$ cat src/hw/rtl/pofs_pkg.sv
// Shared types, field widths and codes for the PWM output flash sequencer.
package pofs_pkg;

    // Field widths of the input and result words.
    localparam int IDX_W  = 4;
    localparam int KIND_W = 2;
    localparam int LVL_W  = 11;
    localparam int DUR_W  = 16;
    localparam int OIDX_W = 3;
    localparam int OLVL_W = 10;

    // Bus widths, padded to whole bytes.
    localparam int S_TDATA_W = 64;
    localparam int M_TDATA_W = 16;

    // Bit offsets of the input fields inside the slave tdata.
    localparam int OFS_IDX     = 0;
    localparam int OFS_KIND    = OFS_IDX + IDX_W;
    localparam int OFS_LVL_ON  = OFS_KIND + KIND_W;
    localparam int OFS_LVL_OFF = OFS_LVL_ON + LVL_W;
    localparam int OFS_DUR_ON  = OFS_LVL_OFF + LVL_W;
    localparam int OFS_DUR_OFF = OFS_DUR_ON + DUR_W;

    // Defaults of the top-level parameters.
    localparam int DEF_NUM_OUTPUTS = 8;
    localparam int DEF_PWM_MAX     = 1023;

    // At most this many words are reported for one input word.
    localparam int RESULT_LIMIT = 16;
    localparam int CNT_W        = 5;

    // Codes of the tuser selector.
    localparam logic MODE_TICK = 1'b0;
    localparam logic MODE_SET  = 1'b1;

    // Cycle kinds; the unused code behaves as direct.
    localparam logic [KIND_W-1:0] KIND_DIRECT  = 2'd0;
    localparam logic [KIND_W-1:0] KIND_ONESHOT = 2'd1;
    localparam logic [KIND_W-1:0] KIND_FLASH   = 2'd2;

    // One stored cycle of an output.
    typedef struct packed {
        logic [KIND_W-1:0] kind;
        logic [LVL_W-1:0]  lvl_on;
        logic [LVL_W-1:0]  lvl_off;
        logic [DUR_W-1:0]  dur_on;
        logic [DUR_W-1:0]  dur_off;
    } t_cycle;

    localparam t_cycle IDLE_CYCLE = '0;

    // One pending level write inside the sequencer.
    typedef struct packed {
        logic             vld;
        logic [IDX_W-1:0] idx;
        logic [LVL_W-1:0] level;
    } t_res;

    // Command from the sequencer to the output buffer.
    typedef struct packed {
        logic             push;
        logic             flush;
        logic [IDX_W-1:0] idx;
        logic [LVL_W-1:0] level;
    } t_res_cmd;

endpackage

$ cat src/hw/rtl/pofs_ram.sv
// Generic single-write, single-read RAM with a registered read port.
module pofs_ram #(
    parameter int WIDTH = 8,
    parameter int DEPTH = 8,
    parameter int AW    = (DEPTH > 1) ? $clog2(DEPTH) : 1
) (
    input  logic             i_clk,
    input  logic             i_we,
    input  logic [AW-1:0]    i_waddr,
    input  logic [WIDTH-1:0] i_wdata,
    input  logic             i_re,
    input  logic [AW-1:0]    i_raddr,
    output logic [WIDTH-1:0] o_rdata
);

    logic [WIDTH-1:0] r_mem [DEPTH];
    logic [WIDTH-1:0] r_rdata;

    // Write port and registered read port; read data holds while not enabled.
    always_ff @(posedge i_clk) begin
        if (i_we) begin
            r_mem[i_waddr] <= i_wdata;
        end
        if (i_re) begin
            r_rdata <= r_mem[i_raddr];
        end
    end

    assign o_rdata = r_rdata;

endmodule

$ cat src/hw/rtl/pofs_obuf.sv
// Output buffer: holds back one level write until it is known whether it is the last.
module pofs_obuf (
    input  logic                                i_clk,
    input  logic                                i_rst_n,
    input  pofs_pkg::t_res_cmd                  i_cmd,
    output logic                                o_cmd_ready,
    output logic                                o_m_tvalid,
    input  logic                                i_m_tready,
    output logic [pofs_pkg::M_TDATA_W-1:0]      o_m_tdata,
    output logic                                o_m_tlast
);
    import pofs_pkg::*;

    logic              r_p_vld;
    logic [IDX_W-1:0]  r_p_idx;
    logic [LVL_W-1:0]  r_p_lvl;
    logic              r_o_vld;
    logic [OIDX_W-1:0] r_o_idx;
    logic [OLVL_W-1:0] r_o_lvl;
    logic              r_o_last;
    logic              out_free;
    logic              cmd_acc;

    // The output register frees up when empty or taken this cycle.
    assign out_free    = !r_o_vld || i_m_tready;
    assign o_cmd_ready = !r_p_vld || out_free;
    assign cmd_acc     = (i_cmd.push || i_cmd.flush) && o_cmd_ready;

    // A new word or the end of the item moves the held word to the output.
    always_ff @(posedge i_clk) begin
        if (!i_rst_n) begin
            r_p_vld <= 1'b0;
            r_o_vld <= 1'b0;
        end else begin
            if (cmd_acc && r_p_vld) begin
                r_o_vld  <= 1'b1;
                r_o_idx  <= r_p_idx[OIDX_W-1:0];
                r_o_lvl  <= r_p_lvl[OLVL_W-1:0];
                r_o_last <= i_cmd.flush;
            end else if (r_o_vld && i_m_tready) begin
                r_o_vld <= 1'b0;
            end
            if (cmd_acc) begin
                r_p_vld <= i_cmd.push;
                r_p_idx <= i_cmd.idx;
                r_p_lvl <= i_cmd.level;
            end
        end
    end

    assign o_m_tvalid = r_o_vld;
    assign o_m_tdata  = {{(M_TDATA_W - OIDX_W - OLVL_W){1'b0}}, r_o_lvl, r_o_idx};
    assign o_m_tlast  = r_o_last;

endmodule

$ cat src/hw/rtl/pofs_seq.sv
// Sequencer: decodes input words and read-modify-writes the active and queued cycle memories.
module pofs_seq #(
    parameter int NUM_OUTPUTS = pofs_pkg::DEF_NUM_OUTPUTS,
    parameter int PWM_MAX     = pofs_pkg::DEF_PWM_MAX,
    parameter int AW          = (NUM_OUTPUTS > 1) ? $clog2(NUM_OUTPUTS) : 1
) (
    input  logic                               i_clk,
    input  logic                               i_rst_n,
    input  logic                               i_s_tvalid,
    output logic                               o_s_tready,
    input  logic [pofs_pkg::S_TDATA_W-1:0]     i_s_tdata,
    input  logic                               i_s_tuser,
    output logic                               o_mem_re,
    output logic [AW-1:0]                      o_mem_raddr,
    output logic [AW-1:0]                      o_mem_waddr,
    output logic                               o_act_we,
    output pofs_pkg::t_cycle                   o_act_wdata,
    input  pofs_pkg::t_cycle                   i_act_rdata,
    output logic                               o_q_we,
    output pofs_pkg::t_cycle                   o_q_wdata,
    input  pofs_pkg::t_cycle                   i_q_rdata,
    output pofs_pkg::t_res_cmd                 o_cmd,
    input  logic                               i_cmd_ready
);
    import pofs_pkg::*;

    typedef enum logic [2:0] {
        S_IDLE, S_SET, S_READ, S_CALC, S_EMIT, S_FLUSH
    } t_state;

    t_state             r_state, n_state;
    logic [IDX_W-1:0]   r_set_idx, n_set_idx;
    t_cycle             r_set_cyc, n_set_cyc;
    logic               r_is_set, n_is_set;
    logic [AW-1:0]      r_idx, n_idx;
    logic [CNT_W-1:0]   r_cnt, n_cnt;
    t_res               r_r1, n_r1;
    t_res               r_r2, n_r2;
    logic [NUM_OUTPUTS-1:0] r_a_vld, n_a_vld;
    logic [NUM_OUTPUTS-1:0] r_q_vld, n_q_vld;

    t_cycle             a_eff;
    t_cycle             q_eff;
    t_cycle             na;
    logic               set_ok;
    logic [AW-1:0]      set_addr;
    logic [IDX_W-1:0]   idx_ext;
    logic               is_last;
    logic               s_acc;
    logic               lim_hit;

    assign o_s_tready = (r_state == S_IDLE);
    assign s_acc      = i_s_tvalid && o_s_tready;
    assign set_addr   = r_set_idx[AW-1:0];
    assign idx_ext    = IDX_W'(r_idx);
    assign is_last    = (r_idx == AW'(NUM_OUTPUTS - 1));
    assign lim_hit    = (r_cnt == CNT_W'(RESULT_LIMIT));

    // A set is taken only for an existing output and levels within range.
    assign set_ok = ({1'b0, r_set_idx} < (IDX_W + 1)'(NUM_OUTPUTS))
                 && (r_set_cyc.lvl_on <= LVL_W'(PWM_MAX))
                 && (r_set_cyc.lvl_off <= LVL_W'(PWM_MAX));

    // Entries never written since reset read as the idle cycle.
    assign a_eff = r_a_vld[r_idx] ? i_act_rdata : IDLE_CYCLE;
    assign q_eff = r_q_vld[r_idx] ? i_q_rdata : IDLE_CYCLE;

    // Next active cycle and level writes of the output under a tick.
    always_comb begin
        na   = a_eff;
        n_r1 = r_r1;
        n_r2 = r_r2;
        if (r_state == S_CALC) begin
            n_r1 = '0;
            n_r2 = '0;
            if (a_eff.kind != KIND_ONESHOT && a_eff.kind != KIND_FLASH) begin
                na = q_eff;
            end else if (a_eff.dur_on != '0) begin
                na.dur_on = a_eff.dur_on - 1'b1;
                n_r1      = '{vld: 1'b1, idx: idx_ext, level: a_eff.lvl_on};
            end else if (a_eff.dur_off != '0) begin
                na.dur_off = a_eff.dur_off - 1'b1;
                n_r1       = '{vld: 1'b1, idx: idx_ext, level: a_eff.lvl_off};
                if (a_eff.dur_off == DUR_W'(1)) begin
                    if (a_eff.kind == KIND_ONESHOT) begin
                        na   = IDLE_CYCLE;
                        n_r2 = '{vld: 1'b1, idx: idx_ext, level: '0};
                    end else begin
                        na = q_eff;
                    end
                end
            end
        end
    end

    // Control path: item decode, memory walk and result hand-off.
    always_comb begin
        n_state     = r_state;
        n_set_idx   = r_set_idx;
        n_set_cyc   = r_set_cyc;
        n_is_set    = r_is_set;
        n_idx       = r_idx;
        n_cnt       = r_cnt;
        n_a_vld     = r_a_vld;
        n_q_vld     = r_q_vld;
        o_mem_re    = 1'b0;
        o_mem_raddr = r_idx;
        o_mem_waddr = r_idx;
        o_act_we    = 1'b0;
        o_act_wdata = na;
        o_q_we      = 1'b0;
        o_q_wdata   = IDLE_CYCLE;
        o_cmd       = '0;

        unique case (r_state)
            S_IDLE: begin
                if (s_acc) begin
                    n_set_idx = i_s_tdata[OFS_IDX +: IDX_W];
                    n_set_cyc = '{kind:    i_s_tdata[OFS_KIND +: KIND_W],
                                  lvl_on:  i_s_tdata[OFS_LVL_ON +: LVL_W],
                                  lvl_off: i_s_tdata[OFS_LVL_OFF +: LVL_W],
                                  dur_on:  i_s_tdata[OFS_DUR_ON +: DUR_W],
                                  dur_off: i_s_tdata[OFS_DUR_OFF +: DUR_W]};
                    n_cnt     = '0;
                    n_idx     = '0;
                    n_is_set  = (i_s_tuser == MODE_SET);
                    n_state   = (i_s_tuser == MODE_SET) ? S_SET : S_READ;
                end
            end
            S_SET: begin
                if (set_ok) begin
                    o_mem_waddr       = set_addr;
                    o_q_we            = 1'b1;
                    o_q_wdata         = r_set_cyc;
                    n_q_vld[set_addr] = 1'b1;
                    if (r_set_cyc.kind != KIND_ONESHOT && r_set_cyc.kind != KIND_FLASH) begin
                        o_act_we          = 1'b1;
                        o_act_wdata       = r_set_cyc;
                        n_a_vld[set_addr] = 1'b1;
                        n_state           = S_EMIT;
                    end else begin
                        n_state = S_FLUSH;
                    end
                end else begin
                    n_state = S_IDLE;
                end
            end
            S_READ: begin
                o_mem_re = 1'b1;
                n_state  = S_CALC;
            end
            S_CALC: begin
                // Write back this entry and prefetch the next one.
                o_act_we       = 1'b1;
                n_a_vld[r_idx] = 1'b1;
                if (n_r2.vld) begin
                    o_q_we         = 1'b1;
                    n_q_vld[r_idx] = 1'b1;
                end
                if (!is_last) begin
                    o_mem_re    = 1'b1;
                    o_mem_raddr = r_idx + 1'b1;
                end
                if (n_r1.vld) begin
                    n_state = S_EMIT;
                end else if (is_last) begin
                    n_state = S_FLUSH;
                end else begin
                    n_idx = r_idx + 1'b1;
                end
            end
            S_EMIT: begin
                if (r_r1.vld || r_r2.vld) begin
                    // Words past the limit are dropped.
                    o_cmd.push  = !lim_hit;
                    o_cmd.idx   = r_r1.vld ? r_r1.idx : r_r2.idx;
                    o_cmd.level = r_r1.vld ? r_r1.level : r_r2.level;
                    if (lim_hit || i_cmd_ready) begin
                        if (!lim_hit) begin
                            n_cnt = r_cnt + 1'b1;
                        end
                    end
                end else if (r_is_set || is_last) begin
                    n_state = S_FLUSH;
                end else begin
                    n_idx   = r_idx + 1'b1;
                    n_state = S_CALC;
                end
            end
            S_FLUSH: begin
                o_cmd.flush = 1'b1;
                if (i_cmd_ready) begin
                    n_state = S_IDLE;
                end
            end
            default: begin
                n_state = S_IDLE;
            end
        endcase
    end

    // State and registered control.
    always_ff @(posedge i_clk) begin
        if (!i_rst_n) begin
            r_state <= S_IDLE;
            r_a_vld <= '0;
            r_q_vld <= '0;
            r_r1    <= '0;
            r_r2    <= '0;
            r_cnt   <= '0;
            r_idx   <= '0;
            r_is_set <= 1'b0;
        end else begin
            r_state  <= n_state;
            r_a_vld  <= n_a_vld;
            r_q_vld  <= n_q_vld;
            r_cnt    <= n_cnt;
            r_idx    <= n_idx;
            r_is_set <= n_is_set;
            if (r_state == S_SET) begin
                r_r1 <= '{vld: 1'b1, idx: r_set_idx, level: r_set_cyc.lvl_on};
                r_r2 <= '0;
            end else if (r_state == S_EMIT) begin
                // Retire the front word once it is taken or dropped.
                if (r_r1.vld && (lim_hit || i_cmd_ready)) begin
                    r_r1 <= '0;
                end else if (!r_r1.vld && r_r2.vld && (lim_hit || i_cmd_ready)) begin
                    r_r2 <= '0;
                end
            end else begin
                r_r1 <= n_r1;
                r_r2 <= n_r2;
            end
        end
    end

    // Payload of the accepted word.
    always_ff @(posedge i_clk) begin
        r_set_idx <= n_set_idx;
        r_set_cyc <= n_set_cyc;
    end

endmodule

$ cat src/hw/rtl/pwm_output_flash_sequencer.sv
// Top level of the PWM output flash sequencer.
//
// The slave channel takes one word per command: tuser selects a tick (0) or a
// set of one output's cycle (1); tdata carries the set fields and is ignored
// by a tick. The master channel delivers one word per PWM level write, with
// tlast on the last write caused by a command; a command may cause none.
// Output cycles live in two small RAMs (active and queued) with registered
// reads; a tick walks the outputs in index order, reading the next entry
// while the current one is written back.
// The slave accepts a new word only when the previous command is finished.
// When the receiver stalls, one write is held in the output register and one
// more in the holding stage; the walk then waits until space frees up.
// After reset every output reads as direct with zero levels and durations,
// through per-entry valid bits, so the block is ready at once.
module pwm_output_flash_sequencer #(
    parameter int NUM_OUTPUTS = pofs_pkg::DEF_NUM_OUTPUTS,
    parameter int PWM_MAX     = pofs_pkg::DEF_PWM_MAX
) (
    input  logic                            i_clk,
    input  logic                            i_rst_n,
    input  logic                            i_s_tvalid,
    output logic                            o_s_tready,
    // target_index, cycle_kind, level_on, level_off, ticks_on, ticks_off
    input  logic [pofs_pkg::S_TDATA_W-1:0]  i_s_tdata,
    // mode
    input  logic                            i_s_tuser,
    output logic                            o_m_tvalid,
    input  logic                            i_m_tready,
    // drive_index, drive_level
    output logic [pofs_pkg::M_TDATA_W-1:0]  o_m_tdata,
    output logic                            o_m_tlast
);
    import pofs_pkg::*;

    localparam int AW = (NUM_OUTPUTS > 1) ? $clog2(NUM_OUTPUTS) : 1;

    logic          mem_re;
    logic [AW-1:0] mem_raddr;
    logic [AW-1:0] mem_waddr;
    logic          act_we;
    t_cycle        act_wdata;
    t_cycle        act_rdata;
    logic          q_we;
    t_cycle        q_wdata;
    t_cycle        q_rdata;
    t_res_cmd      cmd;
    logic          cmd_ready;

    // Active cycle of each output.
    pofs_ram #(
        .WIDTH ($bits(t_cycle)),
        .DEPTH (NUM_OUTPUTS),
        .AW    (AW)
    ) u_act_ram (
        .i_clk   (i_clk),
        .i_we    (act_we),
        .i_waddr (mem_waddr),
        .i_wdata (act_wdata),
        .i_re    (mem_re),
        .i_raddr (mem_raddr),
        .o_rdata (act_rdata)
    );

    // Queued cycle of each output.
    pofs_ram #(
        .WIDTH ($bits(t_cycle)),
        .DEPTH (NUM_OUTPUTS),
        .AW    (AW)
    ) u_q_ram (
        .i_clk   (i_clk),
        .i_we    (q_we),
        .i_waddr (mem_waddr),
        .i_wdata (q_wdata),
        .i_re    (mem_re),
        .i_raddr (mem_raddr),
        .o_rdata (q_rdata)
    );

    // Command decode and memory walk.
    pofs_seq #(
        .NUM_OUTPUTS (NUM_OUTPUTS),
        .PWM_MAX     (PWM_MAX),
        .AW          (AW)
    ) u_seq (
        .i_clk       (i_clk),
        .i_rst_n     (i_rst_n),
        .i_s_tvalid  (i_s_tvalid),
        .o_s_tready  (o_s_tready),
        .i_s_tdata   (i_s_tdata),
        .i_s_tuser   (i_s_tuser),
        .o_mem_re    (mem_re),
        .o_mem_raddr (mem_raddr),
        .o_mem_waddr (mem_waddr),
        .o_act_we    (act_we),
        .o_act_wdata (act_wdata),
        .i_act_rdata (act_rdata),
        .o_q_we      (q_we),
        .o_q_wdata   (q_wdata),
        .i_q_rdata   (q_rdata),
        .o_cmd       (cmd),
        .i_cmd_ready (cmd_ready)
    );

    // Level writes toward the receiver.
    pofs_obuf u_obuf (
        .i_clk       (i_clk),
        .i_rst_n     (i_rst_n),
        .i_cmd       (cmd),
        .o_cmd_ready (cmd_ready),
        .o_m_tvalid  (o_m_tvalid),
        .i_m_tready  (i_m_tready),
        .o_m_tdata   (o_m_tdata),
        .o_m_tlast   (o_m_tlast)
    );

endmodule
$ cat config.mk
export PLATFORM = sky130hd
export DESIGN_NAME = pwm_output_flash_sequencer
export DESIGN_NICKNAME = d
export VERILOG_FILES = /design/src/hw/rtl/pofs_pkg.sv /design/src/hw/rtl/pofs_ram.sv /design/src/hw/rtl/pofs_obuf.sv /design/src/hw/rtl/pofs_seq.sv /design/src/hw/rtl/pwm_output_flash_sequencer.sv
export SDC_FILE = /design/constraint.sdc
export NUM_CORES = 1
export LEC_CHECK = 0
export BUFFER_PORTS_ARGS = -buffer_cell sky130_fd_sc_hd__buf_2
export CORE_MARGIN = 4
export CORE_UTILIZATION = 42
export CTS_CLUSTER_DIAMETER = 30
export DETAILED_ROUTE_END_ITERATION = 12
export HOLD_SLACK_MARGIN = 0.03
export PLACE_DENSITY = 0.55
export SLEW_MARGIN = 20
export SYNTH_ARGS = -nofsm -noshare
export SYNTH_HDL_FRONTEND = slang
export SYNTH_SLANG_ARGS = --single-unit
$ cat constraint.sdc
create_clock -name i_clk -period 17.4 [get_ports i_clk]
set_input_delay 0.87 -clock i_clk [delete_from_list [all_inputs] [get_ports i_clk]]
set_output_delay 0.87 -clock i_clk [all_outputs]
set_load 0.02 [all_outputs]
Word-level counts from Yosys, hierarchy flattened

Memory sizes are Yosys's and may differ from the RTL's. A register that Yosys moved wholly into a read port is not among the register bits.
Index checks and enable logic that the tools add are counted.

Register bits after elaboration: 145
Bits in latches: 0
Bits in writable memories: 896
Memory bits (read-only): 0
Input bits: 69
Memories: 2

$add $sub $neg: 4
Multipliers: 0
Divide/modulo/power cells: 0
$lt $le $gt $ge: 7
Equal/unequal tests: 28
Shift operators: 0
Multiplexer cells: 88
Bitwise gates (word level): 5
Reduce and logical (&&, ||, !) cells: 45

Memory list:

| memory          | words | bits a word | rd ports | clocked after Yosys merged registers in | write ports | line           | text |
|---|---|---|---|---|---|---|---|
| u_act_ram.r_mem | 8     | 56          | 1        | 1                                       | 1           | pofs_ram.sv:16 | `logic [WIDTH-1:0] r_mem [DEPTH];` |
| u_q_ram.r_mem   | 8     | 56          | 1        | 1                                       | 1           | pofs_ram.sv:16 |  |

Operators with widths:

| kind                  | count |
|---|---|
| $mux 56               | 12 |
| $mux 16               | 18 |
| $mux 3                | 16 |
| $mux 8                | 4 |
| $or 8x8->8            | 4 |
| $pmux 8 s2            | 2 |
| $reduce_bool 16->1    | 2 |
| $sub 16x1->16 const B | 2 |
| $mux 24               | 1 |
| $le 11x10->1 const B  | 2 |
| $mux 5                | 4 |
| $mux 1                | 19 |
| $ne 2x2->1 const B    | 9 |
| $pmux 3 s6            | 1 |
| $eq 16x1->1 const B   | 1 |
| $ne 2x1->1 const B    | 8 |
| $logic_and 1x1->1     | 13 |
| $reduce_and 2->1      | 6 |
| $mux 10               | 1 |
| $pmux 5 s2            | 1 |
| $reduce_and 5->1      | 2 |
| $eq 3x3->1 const B    | 3 |
| $pmux 3 s3            | 1 |
| $reduce_and 3->1      | 3 |
| 23 further kinds      | 42 |

Logic depth before layout (Yosys ltp)

Depth after elaboration: 14
Gate-level depth with buffers: 17
Gate-level depth less buffers: 12

Hierarchy

Synthesis repeated with hierarchy kept, for this count alone.

Cell total of the unflattened synthesis: 2401
Area, all modules: 45597.5 um^2

By module, submodules not included:

| module    | instances | cells an instance | area an instance (um^2) | sequential area each (um^2) |
|---|---|---|---|---|
| pofs_ram  | 2         | 716               | 18535.3                 | 15134.5 |
| pofs_seq  | 1         | 925               | 7583.5                  | 2762.6 |
| pofs_obuf | 1         | 44                | 943.4                   | 850.8 |

Worst setup path before layout

No wires, ideal clock.

Path kind: flip-flop to flip-flop
Start point: reg u_seq.r_idx[1]
End point: reg u_act_ram.r_rdata[0], in the netlist u_act_ram.o_rdata[0] (read register of u_act_ram.r_mem) (enable)
Library setup time: 0.610 ns
Arrival: 6.008 ns
Data required time: 16.790 ns
Path slack: 10.782 ns
Stages on the path, launching flop included: 4
Buffers on the path: 0
Clock period less this slack: 6.618 ns
Cell sequence: dfxtp_1 ha_1 ha_1 a21oi_1

Longest elaborated chain between the ends: 3
Elaborated cells between the ends (all ways): 6
Classes of those cells: add/sub: 1; eq/ne: 1; mux: 4

RTL lines:

| what                     | line                             | text |
|---|---|---|
| start: declaration       | pofs_seq.sv:35                   | `logic [AW-1:0] r_idx, n_idx;` |
| start signal: assignment | pofs_seq.sv:218                  | `r_idx <= n_idx;` |
| $eq 3x3->1               | pofs_seq.sv:56                   | `assign is_last = (r_idx == AW'(NUM_OUTPUTS - 1));` |
| $mux 1                   | pofs_seq.sv:160                  | `if (!is_last) begin` |
| $pmux 1 s2               | pofs_seq.sv:115                  | `unique case (r_state)` |
| named net mem_re         | pwm_output_flash_sequencer.sv:37 | `logic mem_re;` |
| end: declaration         | pofs_ram.sv:17                   | `logic [WIDTH-1:0] r_rdata;` |

The timed path passes the listed nets, and every way through them passes these cells.
A chain may end at the register's enable or synchronous reset.

==> tab_implementation.tex <==
\begin{tabular}{lr}
\hline
Metric & Value \\
\hline
\multicolumn{2}{l}{\textbf{Worst setup path}} \\
CP startpoint kind & flop \\
Required time of the critical path & 17840 ps \\
Destination of the critical timing path & u\_act\_ram.r\_mem[2][3] \\
Worst reg-to-reg path cell count & 12 \\
Top delay family on crit path & simple AND/OR/NAND/NOR gates \\
Crit Path Max Fanout & 60 \\
Classification of the worst setup path & reg2reg \\
CP Cell Sequence & inv\_1, mux4\_2, nand2\_2, buf\_4, nand2\_1, ha\_1, buf\_4, inv\_1, nand2\_1, nor2\_2, a221oi\_1, o211ai\_1 \\
Longest individual stage delay on the worst path & 920 ps \\
Worst reg2reg path startpoint & u\_seq.r\_idx[2] \\
Stages on worst setup path & 12 \\
Number of buffers and inverters on the critical path & 4 \\
Data arrival time at the worst-slack endpoint & 6850 ps \\
Crit-path slowest cell & sky130\_fd\_sc\_hd\_\_nor2\_2 \\
Start point of the critical path & u\_seq.r\_idx[2] \\
Flop2flop setup slack & 10990 ps \\
Worst R2R End & u\_act\_ram.r\_mem[2][3] \\
CP Capture Type & flop \\
\multicolumn{2}{l}{\textbf{Timing}} \\
Setup Skew & 23.9 ps \\
Worst-Margin Slew & about 1200 ps \\
Total Neg Setup Slack & 0 ps \\
Tmin final & 6410 ps \\
Tcrit/Tclk final & a little under two fifths \\
Setup repair after global routing missed its margin & false \\
Fmax & $\sim$0.16 GHz \\
Fin worst setup slack & 10990 ps \\
Hold violation total from the final report & 0 \\
Final setup violation count & 0 \\
Max-slew headroom at the worst pin & 21.9\% \\
Final max-slew violation count & 0 \\
\multicolumn{2}{l}{\textbf{Floorplan}} \\
Area enclosed by the die boundary & around 110000 sq um \\
Starting utilization of the core area & 42.4\% \\
Floorplan core area & 104000 sq um \\
I/O pins & a little under 90 \\
Die X-Extent & 332 um \\
Die Y-Extent & 332 um \\
Floorplan row count & 118 \\
\multicolumn{2}{l}{\textbf{Yosys}} \\
Cell area after synthesis & roughly 44000 sq um \\
Yosys cell types & 76 \\
Biggest area contributors in the synthesized netlist & sky130\_fd\_sc\_hd\_\_edfxtp\_1 (72\%), sky130\_fd\_sc\_hd\_\_mux4\_2 (11\%), sky130\_fd\_sc\_hd\_\_mux2\_2 (2.9\%) \\
Largest area contributor in the synthesized netlist & sky130\_fd\_sc\_hd\_\_edfxtp\_1 \\
Number of register bits inferred by synthesis & 1107 \\
Number of warnings issued by yosys & 0 \\
Per-instance average area after synthesis & 18.9 sq um \\
Most common cell in the netlist & sky130\_fd\_sc\_hd\_\_edfxtp\_1 \\
Fraction of registers with async set or reset after synthesis & 0\% \\
Share of synthesized area occupied by flip-flops and latches & $\sim$74\% \\
Main flop type after synthesis & sky130\_fd\_sc\_hd\_\_edfxtp\_1 \\
Number of enable flip-flop cells after synthesis & approximately 1100 \\
Synth top area share & 72.1\% \\
Instance count of the mapped netlist & 2333 \\
Leading post-synthesis cells by instance count & sky130\_fd\_sc\_hd\_\_edfxtp\_1 (1059), sky130\_fd\_sc\_hd\_\_mux4\_2 (220), sky130\_fd\_sc\_hd\_\_nor2\_1 (117) \\
\multicolumn{2}{l}{\textbf{Place}} \\
Place WS & between 10000 and 15000 ps \\
Quantity of I/O buffers inserted on ports & 80 \\
Global placer's final weighted congestion & 0.880 \\
Placement-stage cell area & 46200 sq um \\
DP HPWL & 62000 um \\
\multicolumn{2}{l}{\textbf{Routing}} \\
DR vias & 23882 \\
Drt wl/cell & 27.3 um \\
Initial DRC count & 2319 \\
Vias per Instance & about 5.8 \\
Total routed wirelength & around 110000 um \\
First drt pass iteration count & 8 \\
DRC viols & 0 \\
Residual antenna-violating net count after detailed routing & 0 \\
\multicolumn{2}{l}{\textbf{CTS}} \\
Number of H-tree branching levels & 4 \\
Clock latency on the worst-skew pair & about 770 ps \\
Clock tree root driver cell & sky130\_fd\_sc\_hd\_\_clkbuf\_16 \\
CTS sink cnt & 1107 \\
Post-CTS setup buffer count & 0 \\
Clock-pin slew reported for the worst setup and hold paths after clock tree synthesis & $\sim$50 ps \\
Quantity of hold-fixing buffers added after cts & 0 \\
Clock tree from TritonCTS & done \\
CTS Buf Count & 205 \\
Count of cells resized by post-cts repair & 0 \\
Clock tree buffer depth & 3 \\
\multicolumn{2}{l}{\textbf{Layout}} \\
Synth-to-Final Area Change & 21.1\% \\
Finished layout cell area & 53400 sq um \\
Utilization of the core after routing & 51.4\% \\
Share of cells above drive strength 1 & 31.4\% \\
Number of nets in the finished design & 2609 \\
\multicolumn{2}{l}{\textbf{Run}} \\
Maxcap violations & 0 \\
\multicolumn{2}{l}{\textbf{Global route}} \\
Number of global-route vias before repair & 24692 \\
Combined global-route utilization of all metal layers & 20.1\% \\
Global-route wire length before repair & 165000 um \\
Number of antenna violations at the first check in global routing & 9 \\
Residual overflow from global routing & 0 \\
Largest net degree at the start of global routing & 109 \\
\multicolumn{2}{l}{\textbf{Status}} \\
Run status & finished, final reports clean \\
\multicolumn{2}{l}{\textbf{Power and ir drop}} \\
Pwr dens & between 150 and 200 nW/um\^{}2 \\
Pleak & between 15 and 20 nW \\
Max rail drop VDD & 0.0000978 V \\
\multicolumn{2}{l}{\textbf{Hold path}} \\
Path category of the worst min-delay check & in2reg \\
\hline
\end{tabular}
==> cells by family after synthesis <==
kind of cell             Yosys count  share of synthesized area (%)
AND/OR/NAND/NOR                  391                           4.40
adder cells (fa/ha/maj)           11                          0.312
other                              1                        0.00850
AO/OA/AOI/OAI                    306                           4.98
buffers and inverters            169                           1.58
flip-flops                      1107                           74.3
XOR/XNOR                           7                          0.139
multiplexers                     341                           14.3
==> layout make-up <==
class,count,area (sq um)
multi-input combinational,1059,10900
fill,8344,50500
clock inverter,158,1890
tap,1380,1730
sequential,1107,32800
timing repair buffer,132,816
clock buffer,226,5230
antenna,2,5.00
inverter,24,90.1
==> state kept, by name, indices dropped and copies added (netlist names), 3 cells and up <==
| register | count |
|---|---|
| u_act_ram.o_rdata | 54 |
| u_seq.r_a_vld | 8 |
| u_obuf.r_o_idx | 3 |
| u_seq.r_r1 | 14 |
| u_obuf.r_p_idx | 3 |
| u_obuf.r_o_lvl | 10 |
| u_seq.r_r2 | 4 |
| u_q_ram.o_rdata | 54 |
| u_q_ram.r_mem | 432 |
| u_act_ram.r_mem | 432 |
| u_seq.r_state | 3 |
| u_seq.r_idx | 3 |
| u_seq.r_cnt | 5 |
| u_seq.r_q_vld | 8 |
| u_obuf.r_p_lvl | 10 |
| u_seq.r_set_cyc | 56 |
| u_seq.r_set_idx | 4 |
==> how the worst min path moves through the flow <==
stage                                 start             endpoint  slack [ps]  cells after the start
after floorplan           u_obuf.r_p_idx[0]    u_obuf.r_o_idx[0]         400                      0
after global placement    u_obuf.r_p_lvl[1]    u_obuf.r_o_lvl[1]         410                      0
after detailed placement  u_obuf.r_p_idx[0]    u_obuf.r_o_idx[0]         400                      0
after CTS                     i_s_tdata[10]  u_seq.r_set_cyc[47]         210                      1
after global routing          i_s_tdata[20]  u_seq.r_set_cyc[35]         230                      1
final                         i_s_tdata[21]  u_seq.r_set_cyc[36]         270                      1
==> through the flow <==
stage	hold WS, ps	cells	total power, mW
after floorplan	400	2335	3.92
after global placement	413	3702	4.29
after detailed placement	405	3702	4.30
after CTS	213	4086	8.33
after global routing	225	4086	8.55
final	270	4088	8.27
==> power breakdown <==
part | switching, mW | internal (mW) | total, mW
Combinational | 0.565 | 0.341 | 0.906
Clock | 1.36 | 2.64 | 4.00
Sequential | 0.181 | 3.18 | 3.36
Total | 2.10 | 6.16 | 8.27
==> layout by cell type (no fill, tap or decap), types with 10 or more instances in the layout <==
cell                         Yosys  routed
sky130_fd_sc_hd__a22o_1         12      12
sky130_fd_sc_hd__o21a_1         20      20
sky130_fd_sc_hd__a222oi_1       14      14
sky130_fd_sc_hd__o211ai_1       10      10
sky130_fd_sc_hd__nor2_4          0      16
sky130_fd_sc_hd__ha_1           11      11
sky130_fd_sc_hd__clkinv_2        0      26
sky130_fd_sc_hd__nor3_2          2      10
sky130_fd_sc_hd__and3_1         71      71
sky130_fd_sc_hd__clkinvlp_4      0      27
sky130_fd_sc_hd__o31ai_1        13      10
sky130_fd_sc_hd__nor2_1        117      99
sky130_fd_sc_hd__mux4_2        220     220
sky130_fd_sc_hd__clkbuf_16       0     205
sky130_fd_sc_hd__a211oi_1       12      12
sky130_fd_sc_hd__a31oi_1        28      28
sky130_fd_sc_hd__dfxtp_1        48      48
sky130_fd_sc_hd__inv_1          23      22
sky130_fd_sc_hd__a221oi_1       26      26
sky130_fd_sc_hd__inv_6           0      14
sky130_fd_sc_hd__and2_1         10      10
sky130_fd_sc_hd__mux2_2        113     113
sky130_fd_sc_hd__nand3_1        23      23
sky130_fd_sc_hd__clkinv_1        0      30
sky130_fd_sc_hd__clkinv_4        0      18
sky130_fd_sc_hd__buf_4           3      50
sky130_fd_sc_hd__a21oi_1        66      64
sky130_fd_sc_hd__bufinv_16       0      31
sky130_fd_sc_hd__a22oi_1        12      12
sky130_fd_sc_hd__o21ai_0        29      27
sky130_fd_sc_hd__edfxtp_1     1059    1059
sky130_fd_sc_hd__clkbuf_1      109      19
sky130_fd_sc_hd__nand2_1        69      68
sky130_fd_sc_hd__nor3_1         46      38
sky130_fd_sc_hd__buf_2          15      80
==> metal layers <==
metal / vias to the layer above / part of all wire [%] / track usage, %
li1: 10119 / - / -
met1: 12676 / 45 / 29.3
met2: 900 / 46 / 30.7
met3: 187 / 6.2 / 3.69
met4: 0 / 2.7 / 6.86
met5: - / 0 / 0
Power figures use the tool's default switching activity.
